===== src/hw/rtl/lfod_pkg.sv =====
package lfod_pkg;

	// Byte value that closes a line
	localparam logic [7:0] NEWLINE = 8'd10;

	// Read request from the sequencer to the line memory
	typedef struct packed {
		logic en;    // issue a read this cycle
		logic last;  // this read fetches the newline of the line
	} rd_req_t;

endpackage


===== src/hw/rtl/lfod_line_ram.sv =====
module lfod_line_ram #(
	parameter int DEPTH  = 64,
	parameter int ADDR_W = 6
) (
	input  logic              clk,
	input  logic              we,
	input  logic [ADDR_W-1:0] waddr,
	input  logic [7:0]        wdata,
	input  logic              re,
	input  logic [ADDR_W-1:0] raddr,
	output logic [7:0]        rdata
);

	logic [7:0] mem [DEPTH];
	logic [7:0] rdata_q;

	// Single write port
	always_ff @(posedge clk) begin
		if (we) begin
			mem[waddr] <= wdata;
		end
	end

	// Registered read port: data appears in the cycle after re
	always_ff @(posedge clk) begin
		if (re) begin
			rdata_q <= mem[raddr];
		end
	end

	assign rdata = rdata_q;

endmodule


===== src/hw/rtl/lfod_ctrl.sv =====
module lfod_ctrl #(
	parameter int CAPACITY = 64,
	parameter int ADDR_W   = 6,
	parameter int FILL_W   = 7
) (
	input  logic              clk,
	input  logic              arst_n,
	input  logic              in_valid,
	output logic              in_ready,
	input  logic [7:0]        rx_byte,
	input  logic              slot_free,
	output logic              we,
	output logic [ADDR_W-1:0] waddr,
	output logic [7:0]        wdata,
	output lfod_pkg::rd_req_t rd_req,
	output logic [ADDR_W-1:0] raddr,
	output logic [31:0]       tally
);
	import lfod_pkg::*;

	localparam logic ST_COLLECT = 1'b0;
	localparam logic ST_READ    = 1'b1;

	logic              state_q;
	logic [FILL_W-1:0] fill_q;
	logic              disc_q;
	logic [31:0]       tally_q;
	logic [ADDR_W-1:0] rd_idx_q;
	logic [ADDR_W-1:0] rd_end_q;

	logic accept;
	logic is_nl;
	logic full;

	assign in_ready = (state_q == ST_COLLECT);
	assign accept   = in_valid && in_ready;
	assign is_nl    = (rx_byte == NEWLINE);
	assign full     = (fill_q == FILL_W'(CAPACITY));

	// Store the beat at the current fill position
	assign we    = accept && !disc_q && !full;
	assign waddr = fill_q[ADDR_W-1:0];
	assign wdata = rx_byte;

	// Readout: one memory read per free output slot
	always_comb begin
		rd_req.en   = (state_q == ST_READ) && slot_free;
		rd_req.last = (rd_idx_q == rd_end_q);
	end
	assign raddr = rd_idx_q;
	assign tally = tally_q;

	// Fill, drop mode, lost-line count and readout sequencing
	always_ff @(posedge clk or negedge arst_n) begin
		if (!arst_n) begin
			state_q  <= ST_COLLECT;
			fill_q   <= '0;
			disc_q   <= 1'b0;
			tally_q  <= '0;
			rd_idx_q <= '0;
			rd_end_q <= '0;
		end else begin
			unique case (state_q)
				ST_COLLECT: begin
					if (accept) begin
						if (disc_q) begin
							if (is_nl) begin
								disc_q <= 1'b0;
								fill_q <= '0;
							end
						end else if (full) begin
							disc_q  <= 1'b1;
							fill_q  <= '0;
							tally_q <= tally_q + 32'd1;
						end else if (is_nl) begin
							state_q  <= ST_READ;
							rd_idx_q <= '0;
							rd_end_q <= fill_q[ADDR_W-1:0];
							fill_q   <= '0;
						end else begin
							fill_q <= fill_q + FILL_W'(1);
						end
					end
				end
				ST_READ: begin
					if (rd_req.en) begin
						if (rd_req.last) begin
							state_q <= ST_COLLECT;
						end else begin
							rd_idx_q <= rd_idx_q + ADDR_W'(1);
						end
					end
				end
				default: state_q <= ST_COLLECT;
			endcase
		end
	end

endmodule


===== src/hw/rtl/line_framer_overflow_drop.sv =====
// Newline-delimited line framer. Bytes are taken one per cycle on the input
// channel and stored in a line memory of LINE_CAPACITY entries. A newline
// ends the line: the whole line, newline included, then leaves on the output
// channel with line_last set on the newline. While a line is read out the
// input is held off; each output beat takes one memory read and then one
// output register load, and no new read is issued while one is in flight.
// A byte that finds the memory full is dropped, bumps lost_lines (wraps
// at 32 bits) and starts drop mode; bytes are then ignored up to and
// including the next newline. A newline dropped on overflow does not end drop
// mode, so the following line is lost as well. lost_lines is carried on every
// output beat.
module line_framer_overflow_drop #(
	parameter int LINE_CAPACITY = 64
) (
	input  logic        clk,
	input  logic        arst_n,
	input  logic        in_valid,
	output logic        in_ready,
	input  logic [7:0]  rx_byte,
	output logic        out_valid,
	input  logic        out_ready,
	output logic [7:0]  line_byte,
	output logic        line_last,
	output logic [31:0] lost_lines
);
	import lfod_pkg::*;

	localparam int ADDR_W = (LINE_CAPACITY > 1) ? $clog2(LINE_CAPACITY) : 1;
	localparam int FILL_W = $clog2(LINE_CAPACITY + 1);

	logic              we;
	logic [ADDR_W-1:0] waddr;
	logic [7:0]        wdata;
	rd_req_t           rd_req;
	logic [ADDR_W-1:0] raddr;
	logic [31:0]       tally;
	logic [7:0]        rdata;
	logic              slot_free;

	logic        pend_s1;
	logic        last_s1;
	logic        out_valid_q;
	logic [7:0]  line_byte_q;
	logic        line_last_q;
	logic [31:0] lost_lines_q;

	lfod_ctrl #(
		.CAPACITY (LINE_CAPACITY),
		.ADDR_W   (ADDR_W),
		.FILL_W   (FILL_W)
	) u_ctrl (
		.clk       (clk),
		.arst_n    (arst_n),
		.in_valid  (in_valid),
		.in_ready  (in_ready),
		.rx_byte   (rx_byte),
		.slot_free (slot_free),
		.we        (we),
		.waddr     (waddr),
		.wdata     (wdata),
		.rd_req    (rd_req),
		.raddr     (raddr),
		.tally     (tally)
	);

	lfod_line_ram #(
		.DEPTH  (LINE_CAPACITY),
		.ADDR_W (ADDR_W)
	) u_ram (
		.clk   (clk),
		.we    (we),
		.waddr (waddr),
		.wdata (wdata),
		.re    (rd_req.en),
		.raddr (raddr),
		.rdata (rdata)
	);

	// A read may go out only if the output register is free when data lands
	assign slot_free = !pend_s1 && (!out_valid_q || out_ready);

	// Read-in-flight stage
	always_ff @(posedge clk or negedge arst_n) begin
		if (!arst_n) begin
			pend_s1 <= 1'b0;
		end else begin
			pend_s1 <= rd_req.en;
		end
	end

	always_ff @(posedge clk) begin
		if (rd_req.en) begin
			last_s1 <= rd_req.last;
		end
	end

	// Output beat register
	always_ff @(posedge clk or negedge arst_n) begin
		if (!arst_n) begin
			out_valid_q <= 1'b0;
		end else if (pend_s1) begin
			out_valid_q <= 1'b1;
		end else if (out_ready) begin
			out_valid_q <= 1'b0;
		end
	end

	always_ff @(posedge clk) begin
		if (pend_s1) begin
			line_byte_q  <= rdata;
			line_last_q  <= last_s1;
			lost_lines_q <= tally;
		end
	end

	assign out_valid  = out_valid_q;
	assign line_byte  = line_byte_q;
	assign line_last  = line_last_q;
	assign lost_lines = lost_lines_q;

endmodule

===== config.mk =====
export PLATFORM = sky130hd
export DESIGN_NAME = line_framer_overflow_drop
export DESIGN_NICKNAME = d
export VERILOG_FILES = /design/src/hw/rtl/lfod_pkg.sv /design/src/hw/rtl/lfod_line_ram.sv /design/src/hw/rtl/lfod_ctrl.sv /design/src/hw/rtl/line_framer_overflow_drop.sv
export SDC_FILE = /design/constraint.sdc
export NUM_CORES = 1
export LEC_CHECK = 0
export BUFFER_PORTS_ARGS = -buffer_cell sky130_fd_sc_hd__clkbuf_2
export CAP_MARGIN = 10
export CORE_ASPECT_RATIO = 0.75
export CORE_MARGIN = 2
export CORE_UTILIZATION = 40
export DETAILED_ROUTE_END_ITERATION = 6
export PLACE_DENSITY_LB_ADDON = 0.12
export SYNTH_ARGS = -nofsm -noshare
export SYNTH_HDL_FRONTEND = slang
export SYNTH_SLANG_ARGS = --single-unit

===== constraint.sdc =====
create_clock -name clk -period 1.9 [get_ports clk]
set_input_delay 0.095 -clock clk [delete_from_list [all_inputs] [get_ports clk]]
set_output_delay 0.095 -clock clk [all_outputs]
set_load 0.02 [all_outputs]

==> impl_metrics.py, run 1 <==
metrics = {
    "floorplan": {
        "die_area_mm2": 0.0626,
        "rows": 78,
        "fp.dieW_um": 288,
        "die_height_um": 217,
        "coreArea_mm2": 0.0602,
        "initial_utilization": 0.402,
        "io_pins": 55,
    },
    "power": {
        "p_clk_frac": 0.303,
        "intPower_mw": 29.1,
        "p_total_mw": 41.6,
        "netSwitchingPower_mw": 12.4,
        "p_leak_nw": 10.8,
        "ir_drop_mv": 0.663,
        "power_frac_seq": 0.375,
        "combPwrFrac": 0.322,
        "power.density_mw_per_mm2": 1340,
        "switching_share": 0.299,
    },
    "setup_path": {
        "cp_slowest_cell": "mux4_2",
        "worstSetupEndpoint": "u_ram.rdata[6]$_DFFE_PP_",
        "crit_top_cell": "buf_12",
        "critPathLaunch": "u_ctrl.raddr[0]$_DFFE_PN0P_",
        "crit_fanout": 10,
        "r2r_start": "u_ctrl.raddr[0]$_DFFE_PN0P_",
        "r2r_setup_slack_ns": -0.38,
        "ff2ff_path_depth": 7,
        "path_buf_inv": 3,
        "worstPathCellList": "buf_12 -> buf_12 -> buf_16 -> mux4_2 -> a31oi_4 -> a32oi_2 -> a21o_1",
        "crit_path_end_kind": "register",
        "critPathArrivalTime_ns": 2.65,
        "critical_path.top_delay_family": "multiplexers",
        "cp_data_required_time_ns": 2.27,
        "critical-path-max-stage-delay_ns": 0.57,
        "crit_path_start_kind": "register",
        "timing.rr.end": "u_ram.rdata[6]$_DFFE_PP_",
        "critPathKind": "reg2reg",
        "path_depth": 7,
    },
    "synth": {
        "syn_area_mm2": 0.0242,
        "async_reset_ff_frac": 0.0891,
        "ys_ff_latch": 617,
        "synth_fp_nets": 1333,
        "syn-instance-count": 1317,
        "synth_edf_count": 562,
        "ys.flop_type": "edfxtp_1",
        "postSynthAreaPerCell_um2": 18.4,
        "ys_warn_count": 0,
        "ys_seq_area_frac": 0.753,
        "synthDistinctLibCells": 54,
    },
    "place": {
        "portBuffers": 54,
        "dp_cells": 2337,
        "gp_congestion": 0.857,
        "dp_hpwl_um": 40100,
    },
    "sta": {
        "fmax_mhz": 438,
        "hold_slack_ns": 0.0581,
        "tightest_slew_ns": 0.849,
        "drv_slew": 0,
        "period_needed_ns": 2.28,
        "layout_setup_ws_ns": -0.383,
        "fin_setup_tns_ns": -3.95,
        "rsz0062_at_grt": "true",
        "finalHoldViolations": 0,
        "finalSetupViolations": 22,
        "relSlewSlack": 0.434,
        "min_period_over_period": 1.20,
        "finClkSkew_ns": 0.0187,
    },
    "run": {
        "drv_cap": 0,
    },
    "grt": {
        "grt_use_total": 0.200,
        "grt_pass1_wl_um": 89900,
        "antenna_found_initial": 7,
        "grt_pass1_vias": 13102,
        "grt_max_degree": 65,
        "grt_overflow_total": 0,
    },
    "run_status": {
        "status": "complete, but fails checks",
        "violations": "setup timing",
    },
    "routing": {
        "routedWlPerCell_um": 24.9,
        "viasPerCell": 5.35,
        "drc": 0,
        "ant_nets": 0,
        "drtPass1Iterations": 5,
        "num_vias": 13287,
        "drt-initial-drc-count": 1001,
        "wirelength_um": 62000,
    },
    "clocking": {
        "clock_path_buffers": 3,
        "cts_tree": "built",
        "cts-htree-levels": 2,
        "clk_pin_slew_worst_paths_ns": 0.06,
        "root_buffer": "clkbuf_16",
        "numCtsBuffers": 60,
        "clkSinkCount": 617,
        "insertion_delay_ns": 0.61,
    },
    "finish": {
        "final_layout_size_suffix_gt1_frac": 0.382,
        "final_nets": 1651,
        "final-instance-count-excl-fill": 2485,
        "area_growth_syn_to_layout_pct": 27.8,
    },
    "min_path": {
        "hp-class": "in2async",
    },
}
## cell type report
cell class	instances	area, µm²
fillers	4855	29300
flip-flops and latches	617	18300
multi-input cells	613	6270
repair buffers	324	3270
clock buffers	83	1690
well taps	800	1000
clock inverters	28	389
inverters	19	71.3
diodes	1	2.50
## worst reg2reg max path: stages, from the launching register on
cell     delay [ns]
dfrtp_4        0.44
buf_12         0.13
buf_12         0.15
buf_16         0.17
mux4_2         0.58
a31oi_4        0.19
a32oi_2        0.16
a21o_1         0.21
## worst min-delay path by stage
stage | endpoint | slack (ns) | cells after the start
after floorplan | out_valid$_DFFE_PN0P_ | -0.20 | 0
after global placement | u_ctrl.tally[13]$_DFFE_PN0P_ | 0.18 | 1
after detailed placement | u_ctrl.tally[13]$_DFFE_PN0P_ | 0.18 | 1
after CTS | u_ctrl.tally[13]$_DFFE_PN0P_ | 0.06 | 2
after global routing | u_ctrl.tally[13]$_DFFE_PN0P_ | 0.13 | 2
final | u_ctrl.tally[11]$_DFFE_PN0P_ | 0.06 | 2
## Yosys cell counts (2+ instances only)
master	n	area share
a21o_1	9	0.0028
o21ai_0	28	0.0058
and2_1	3	0.00077
or3_1	5	0.0013
a22oi_1	9	0.0028
dfrtp_1	55	0.057
inv_1	19	0.0029
o22ai_1	15	0.0039
nand2b_1	2	0.00052
mux2i_1	126	0.052
buf_4	6	0.0019
o21ai_1	8	0.0017
and3_1	9	0.0023
mux4_2	67	0.062
nor4_1	2	0.00052
a21oi_1	19	0.0039
a211oi_1	16	0.0050
nor2_1	89	0.014
a221oi_2	5	0.0031
nand3b_1	2	0.00062
o221ai_1	16	0.0058
clkbuf_1	29	0.0045
nor4b_1	2	0.00072
buf_2	12	0.0025
xnor2_1	21	0.0076
nor2_2	2	0.00052
nand3_1	20	0.0041
a221oi_1	33	0.012
buf_1	4	0.00062
nor3_1	5	0.0010
nand4_1	11	0.0028
nor2b_1	4	0.0010
xor2_1	23	0.0083
ha_1	4	0.0021
mux2_2	3	0.0014
a2111oi_2	2	0.0012
buf_12	9	0.0074
edfxtp_1	562	0.70
nand2_1	40	0.0062
buf_6	7	0.0033
## logic make-up (layout without fill, tap and decap cells)
| group | after synthesis | in the layout | synth area share |
|---|---|---|---|
| adders and majority gates | 4 | 4 | 0.00207 |
| and+or+nand+nor | 203 | 203 | 0.0391 |
| buffers and inverters | 87 | 454 | 0.0233 |
| muxes | 196 | 196 | 0.116 |
| xor gates and xnor gates | 44 | 44 | 0.0159 |
| other | 0 | 1 | 0 |
| DFF | 617 | 617 | 0.753 |
| AOI/OAI and AO/OA | 166 | 166 | 0.0506 |
## timing repair
| item | in CTS | in global routing |
|---|---|---|
| hold buffers | 4 | 0 |
| buffers inserted | 12 | 18 |
| hold endpoints to repair | 60 | 0 |
| cloned | 4 | 1 |
| setup endpoints to repair | 215 | 433 |
| resized for setup | 100 | 101 |
| pin swaps | 32 | 30 |
## through the flow
| stage | area, µm² | setup WS (ns) | util |
|---|---|---|---|
| global placement | 27600 | -0.508 | 0.458 |
| finish | 31000 | -0.383 | 0.514 |
| floorplan | 24500 | -0.136 | - |
| detailed placement | 27600 | -0.533 | 0.458 |
| CTS | 30400 | -0.387 | 0.505 |
| global route | 31000 | -0.418 | 0.514 |
## cells in the final DEF, fill, tap and decap left out, drive strengths merged, types with 3 or more instances in the layout
cell type      n
a211oi        16
a21o           9
a21oi         20
a221oi        38
a22oi          9
and2           3
and3           9
buf          265
bufinv        10
clkbuf       138
clkinv        15
dfrtp         55
dlygate4sd3    4
edfxtp       562
ha             4
inv           20
mux2           3
mux2i        126
mux4          67
nand2         40
nand3         20
nand4         11
nor2          91
nor2b          4
nor3           6
o21ai         36
o221ai        16
o22ai         15
or3            5
xnor2         21
xor2          23
## registers in the layout (all words and copies together) (netlist names)
register and flops:
last_s1 1, line_byte 8, line_last 1, lost_lines 32
out_valid 1, pend_s1 1, u_ctrl.disc_q 1, u_ctrl.fill_q 7
u_ctrl.raddr 6, u_ctrl.rd_end_q 6, u_ctrl.state_q 1, u_ctrl.tally 32
u_ram.mem 512, u_ram.rdata 8
## power by group through the flow
stage	sequential (mW)	clock (mW)	combinational, mW
detailed placement	15.9	0	11.3
floorplan	15.8	0	6.61
global placement	15.9	0	11.3
finish	15.6	12.6	13.4
global route	15.6	13.4	14.0
CTS	15.6	12.9	12.7
## routing by layer
| metal | vias up | track usage | wire length [µm] |
|---|---|---|---|
| met1 | 6906 | 0.313 | 29900 |
| li1 | 5929 | - | - |
| met4 | 2 | 0.0454 | 954 |
| met3 | 68 | 0.0504 | 4570 |
| met2 | 382 | 0.278 | 26500 |
| met5 | - | 0 | 15 |
No activity file was read; power rests on OpenSTA's default activity.
==> run 2, diff against run 1 <==
RECOVER_POWER = 100   (was not set)
REMOVE_ABC_BUFFERS = 1   (was not set)
==> run 2 against run 1 <==
Compared with the run above: worst setup slack gained 0.025 ns; utilization is 1.6 points lower; the flow finishes with violations (capacitance limit, slew limit, setup timing); final area decreased by 3.1%; clock power shrank 9.5%; clock skew increased by 0.0042 ns; sequential power barely moved; hold slack improved by 0.16 ns; sequential cell count is the same; critical path depth is the same; first-iteration DRC count grew 32%.
==> impl_metrics.py, run 2 (same netlist as run 1, synthesis figures left out) <==
metrics = {
    "run_status": {
        "status": "complete, but fails checks",
        "violations": "capacitance limit, slew limit, setup timing",
    },
    "finish": {
        "largest_reg_flops": 512,
        "final_nets": 1633,
        "layout_commonest_cell": "edfxtp_1",
        "area_growth_syn_to_layout_pct": 23.8,
        "finalInstanceArea_mm2": 0.0300,
        "final_cell_mix": "562 x edfxtp_1, 137 x buf_4, 117 x mux2i_1, 68 x clkbuf_1, 67 x mux4_2",
        "largest_register": "u_ram.mem",
        "final_layout_size_suffix_gt1_frac": 0.316,
        "final-instance-count-excl-fill": 2464,
        "final_core_util": 0.498,
    },
    "setup_path": {
        "critPathKind": "reg2reg",
        "r2r_setup_slack_ns": -0.36,
        "worstPathCellList": "buf_12 -> buf_12 -> mux4_2 -> a211oi_2 -> buf_4 -> a221oi_2 -> a21o_1",
        "cp_data_required_time_ns": 2.28,
        "critical-path-max-stage-delay_ns": 0.53,
        "cp_slowest_cell": "mux4_2",
        "critPathArrivalTime_ns": 2.64,
        "crit_path_end_kind": "register",
        "crit_path_start_kind": "register",
        "crit_fanout": 8,
        "crit_top_cell": "buf_12",
    },
    "place": {
        "dp_hpwl_um": 39900,
        "place_ws_ns": -0.409,
        "dp_cells": 2341,
        "dpl_cell_area_mm2": 0.0271,
        "portBuffers": 54,
        "gp_congestion": 0.840,
    },
    "min_path": {
        "hp-class": "in2reg",
    },
    "floorplan": {
        "initial_utilization": 0.402,
        "die_height_um": 217,
        "rows": 78,
        "coreArea_mm2": 0.0602,
        "fp.dieW_um": 288,
        "io_pins": 55,
        "die_area_mm2": 0.0626,
    },
    "grt": {
        "grt_pass1_wl_um": 89700,
        "grt_use_total": 0.200,
        "grt_max_degree": 65,
        "antenna_found_initial": 3,
        "grt_pass1_vias": 12938,
        "grt_overflow_total": 0,
    },
    "sta": {
        "drv_slew": 417,
        "hold_slack_ns": 0.218,
        "period_needed_ns": 2.26,
        "relSlewSlack": -0.0485,
        "rsz0062_at_grt": "true",
        "min_period_over_period": 1.19,
        "finalHoldViolations": 0,
        "finClkSkew_ns": 0.0229,
        "tightest_slew_ns": 1.57,
        "layout_setup_ws_ns": -0.358,
        "fmax_mhz": 443,
        "finalSetupViolations": 226,
    },
    "routing": {
        "wirelength_um": 62100,
        "drtPass1Iterations": 5,
        "viasPerCell": 5.38,
        "drc": 0,
        "drt-initial-drc-count": 1326,
        "num_vias": 13257,
        "routedWlPerCell_um": 25.2,
        "ant_nets": 0,
    },
    "power": {
        "ir_drop_mv": 0.876,
        "p_leak_nw": 10.4,
        "intPower_mw": 27.4,
        "power.density_mw_per_mm2": 1310,
        "power_frac_seq": 0.399,
        "combPwrFrac": 0.311,
        "netSwitchingPower_mw": 11.9,
        "switching_share": 0.304,
        "p_clk_frac": 0.291,
    },
    "clocking": {
        "insertion_delay_ns": 0.63,
        "clock_path_buffers": 3,
        "root_buffer": "clkbuf_16",
        "numCtsBuffers": 59,
        "cts-htree-levels": 2,
        "clk_pin_slew_worst_paths_ns": 0.06,
        "clkSinkCount": 617,
        "cts_tree": "built",
    },
    "run": {
        "drv_cap": 7,
    },
}
==> run 2: cell types whose count changed in the layout (fill, tap and decap cells not counted), sizes merged <==
cell,change
dlygate4sd3,-1
buf,-34
clkbuf,+6
bufinv,-5
clkinv,+11
clkinvlp,+2
==> run 2: metal layers <==
metal | track usage | part of all wire | up-vias
li1 | - | - | 5882
met1 | 0.310 | 0.48 | 6912
met2 | 0.279 | 0.43 | 384
met3 | 0.0549 | 0.075 | 79
met4 | 0.0447 | 0.018 | 0
met5 | 0 | 0 | -
==> run 2: cell type report <==
type | count | area, µm²
fill | 5007 | 30200
sequential | 617 | 18300
multi-input combinational | 613 | 6090
timing repair buffer | 307 | 2710
clock buffer | 71 | 1540
tap | 800 | 1000
clock inverter | 36 | 313
inverter | 19 | 71.3
antenna | 1 | 2.50
==> run 2: repair_timing <==
item                                    4_1_cts  5_1_grt
hold endpoints to repair                     63        0
resized for setup                           119      162
cloned                                        1        0
hold buffers                                  3        0
endpoints found under the setup margin      264      410
setup buffers                                 2       10
pin swaps                                    13       21
==> run 2: power groups by stage <==
stage / clock network, mW / registers [mW] / logic (mW)
floorplan: 0 / 16.5 / 3.48
global placement: 0 / 15.9 / 10.9
detailed placement: 0 / 15.9 / 10.9
CTS: 11.7 / 15.6 / 11.6
global route: 12.2 / 15.7 / 12.9
finish: 11.4 / 15.7 / 12.2
==> run 2: worst max-delay path: cells and delay by family (launching register included) <==
kind | cells | cell delay [ns]
flip-flops | 1 | 0.52
multiplexers | 1 | 0.53
buffers and inverters | 3 | 0.49
AO/OA/AOI/OAI | 3 | 0.47
==> run 2: final timing paths <==
| path | end | cells after the start | startpoint |
|---|---|---|---|
| worst min register to register | line_last$_DFFE_PP_ | 0 | last_s1$_DFFE_PP_ |
| worst max-delay path | u_ram.rdata[1]$_DFFE_PP_ | 7 | u_ctrl.raddr[0]$_DFFE_PN0P_ |
| worst min-delay path | u_ctrl.fill_q[2]$_DFFE_PN0P_ | 6 | rx_byte[6] |
| max in group asynchronous | u_ctrl.raddr[0]$_DFFE_PN0P_ | 3 | arst_n |
| min in group asynchronous | u_ctrl.tally[12]$_DFFE_PN0P_ | 3 | arst_n |
| worst max register to register | u_ram.rdata[1]$_DFFE_PP_ | 7 | u_ctrl.raddr[0]$_DFFE_PN0P_ |
==> run 2: per-stage QoR <==
step           power, mW  setup TNS, ns
5_1_grt             40.8         -42.58
3_5_place_dp        26.8         -11.17
3_3_place_gp        26.8          -9.62
4_1_cts             38.9          -4.63
6_report            39.3         -16.34
2_1_floorplan       20.0        -146.71
==> run 3, diff against run 2 <==
CORE_UTILIZATION = 58   (was 40)
clock period = 2.6 ns   (was 1.9 ns; I/O delays follow)
==> run 3 against run 2 <==
Compared with the run above: the run ends with capacitance limit, slew limit left; utilization is 17 points higher; clock-buffer cell count is 2 higher; maximum frequency is 10% lower; sequential cell count stayed put; worst setup slack better by 0.44 ns; hold slack worse by 0.029 ns.
==> impl_metrics.py, run 3 (same netlist as run 1, synthesis figures left out) <==
metrics = {
    "power": {
        "ir_drop_mv": 0.667,
        "switching_share": 0.291,
        "power.density_mw_per_mm2": 969,
        "p_clk_frac": 0.309,
        "intPower_mw": 19.0,
        "p_leak_nw": 9.56,
        "netSwitchingPower_mw": 7.77,
        "combPwrFrac": 0.260,
        "power_frac_seq": 0.431,
    },
    "place": {
        "dpl_cell_area_mm2": 0.0260,
        "place_ws_ns": -0.00236,
        "portBuffers": 54,
        "dp_hpwl_um": 35400,
        "gp_congestion": 0.844,
    },
    "floorplan": {
        "die_height_um": 181,
        "die_area_mm2": 0.0434,
        "coreArea_mm2": 0.0410,
        "rows": 64,
        "initial_utilization": 0.591,
        "io_pins": 55,
        "fp.dieW_um": 240,
    },
    "sta": {
        "finClkSkew_ns": 0.0270,
        "layout_setup_ws_ns": 0.0840,
        "period_needed_ns": 2.52,
        "finalHoldViolations": 0,
        "fmax_mhz": 397,
        "drv_slew": 158,
        "rsz0062_at_grt": "true",
        "min_period_over_period": 0.968,
        "relSlewSlack": -0.0566,
        "tightest_slew_ns": 1.58,
        "finalSetupViolations": 0,
    },
    "setup_path": {
        "worstPathCellList": "buf_12 -> buf_4 -> mux2i_2 -> o22ai_1 -> a211oi_1 -> a22oi_1 -> a21o_1",
        "ff2ff_path_depth": 7,
        "path_buf_inv": 2,
        "critical-path-max-stage-delay_ns": 0.50,
        "crit_path_end_kind": "register",
        "critPathKind": "reg2reg",
        "cp_data_required_time_ns": 2.94,
        "path_depth": 7,
        "crit_path_start_kind": "register",
        "cp_slowest_cell": "dfrtp_4",
        "critPathArrivalTime_ns": 2.86,
        "critical_path.top_delay_family": "compound AO/OA/AOI/OAI gates",
        "crit_fanout": 25,
    },
    "finish": {
        "area_growth_syn_to_layout_pct": 13.8,
        "antenna_cells": 0,
        "layout_commonest_cell": "edfxtp_1",
        "largest_register": "u_ram.mem",
        "final_nets": 1535,
        "final_layout_size_suffix_gt1_frac": 0.200,
        "finalInstanceArea_mm2": 0.0276,
        "largest_reg_flops": 512,
        "final_cell_mix": "562 x edfxtp_1, 119 x mux2i_1, 90 x nor2_1, 84 x clkbuf_1, 71 x clkbuf_2",
        "n_fill_cell": 2815,
    },
    "min_path": {
        "hp-class": "in2reg",
        "holdPathStages": 4,
    },
    "routing": {
        "num_vias": 12874,
        "drc": 0,
        "routedWlPerCell_um": 26.0,
        "wirelength_um": 55300,
        "ant_nets": 0,
        "drt-initial-drc-count": 1571,
        "viasPerCell": 6.06,
        "drtPass1Iterations": 6,
    },
    "clocking": {
        "cts_tree": "built",
        "insertion_delay_ns": 0.60,
        "clkSinkCount": 617,
        "post_cts_buffers": 0,
        "clock_path_buffers": 3,
        "clk_pin_slew_worst_paths_ns": 0.06,
        "root_buffer": "clkbuf_16",
        "cts-htree-levels": 2,
        "numCtsBuffers": 56,
    },
    "grt": {
        "grt_use_total": 0.261,
        "grt_pass1_wl_um": 82300,
        "grt_overflow_total": 0,
        "grt_max_degree": 65,
        "grt_pass1_vias": 12644,
        "antenna_found_initial": 0,
    },
    "run_status": {
        "status": "complete, but fails checks",
        "violations": "capacitance limit, slew limit",
    },
    "run": {
        "drv_cap": 4,
    },
}
[run 3: repair_timing]
| item | 4_1_cts | 5_1_grt |
|---|---|---|
| resized for setup | 1 | 8 |
| pin swaps | 0 | 0 |
| hold endpoints to repair | 31 | 0 |
| hold buffers | 4 | 0 |
| setup endpoints to repair | 1 | 6 |
[run 3: power by group through the flow]
stage | clock (mW) | sequential (mW) | combinational (mW)
final | 8.25 | 11.5 | 6.95
after global routing | 8.77 | 11.5 | 7.35
after CTS | 8.36 | 11.5 | 6.95
after detailed placement | 0 | 11.7 | 6.91
after global placement | 0 | 11.7 | 6.87
after floorplan | 0 | 12.1 | 2.86
[run 3: worst reg2reg max path: stages (launching register included)]
cell and delay [ns]:
dfrtp_4 0.50, buf_12 0.24, buf_4 0.34, mux2i_2 0.37, o22ai_1 0.13, a211oi_1 0.28
a22oi_1 0.20, a21o_1 0.22
[run 3: final cells by class]
type	count	area, µm²	share of cell area
repair buffers	212	1280	0.0465
well taps	561	702	0.0255
flip-flops and latches	617	18300	0.662
clock inverters	28	285	0.0103
clock buffers	73	1550	0.0562
inverters	19	71.3	0.00259
multi-input cells	613	5430	0.197
[run 3: final timing paths]
check / from / endpoint / slack (ns)
worst min-delay path: rx_byte[7] / u_ctrl.raddr[2]$_DFFE_PN0P_ / 0.19
max in group asynchronous: arst_n / u_ctrl.tally[20]$_DFFE_PN0P_ / 0.68
min in group asynchronous: arst_n / u_ctrl.raddr[3]$_DFFE_PN0P_ / 0.47
worst min register to register: last_s1$_DFFE_PP_ / line_last$_DFFE_PP_ / 0.43
worst max-delay path: u_ctrl.raddr[0]$_DFFE_PN0P_ / u_ram.rdata[2]$_DFFE_PP_ / 0.08
worst max register to register: u_ctrl.raddr[0]$_DFFE_PN0P_ / u_ram.rdata[2]$_DFFE_PP_ / 0.08
[run 3: per-stage QoR]
step | power (mW) | hold WS (ns) | std cells | utilization | setup TNS [ns]
4_1_cts | 26.8 | 0.104 | 2123 | 0.680 | 0
2_1_floorplan | 15.0 | -0.166 | 1249 | - | -83.36
3_5_place_dp | 18.6 | 0.223 | 2018 | 0.634 | -0.00236
6_report | 26.7 | 0.189 | 2123 | 0.673 | 0
5_1_grt | 27.7 | 0.225 | 2123 | 0.673 | -0.0276
3_3_place_gp | 18.6 | 0.212 | 2018 | 0.634 | 0
[run 3: layer usage]
layer / up-vias / wire length [µm] / part of all wire / global-route usage
met5: - / 0 / 0 / 0
met4: 0 / 864 / 0.016 / 0.0534
met3: 63 / 5120 / 0.093 / 0.0662
met2: 585 / 24700 / 0.45 / 0.381
met1: 6551 / 24500 / 0.44 / 0.404
li1: 5675 / - / - / -
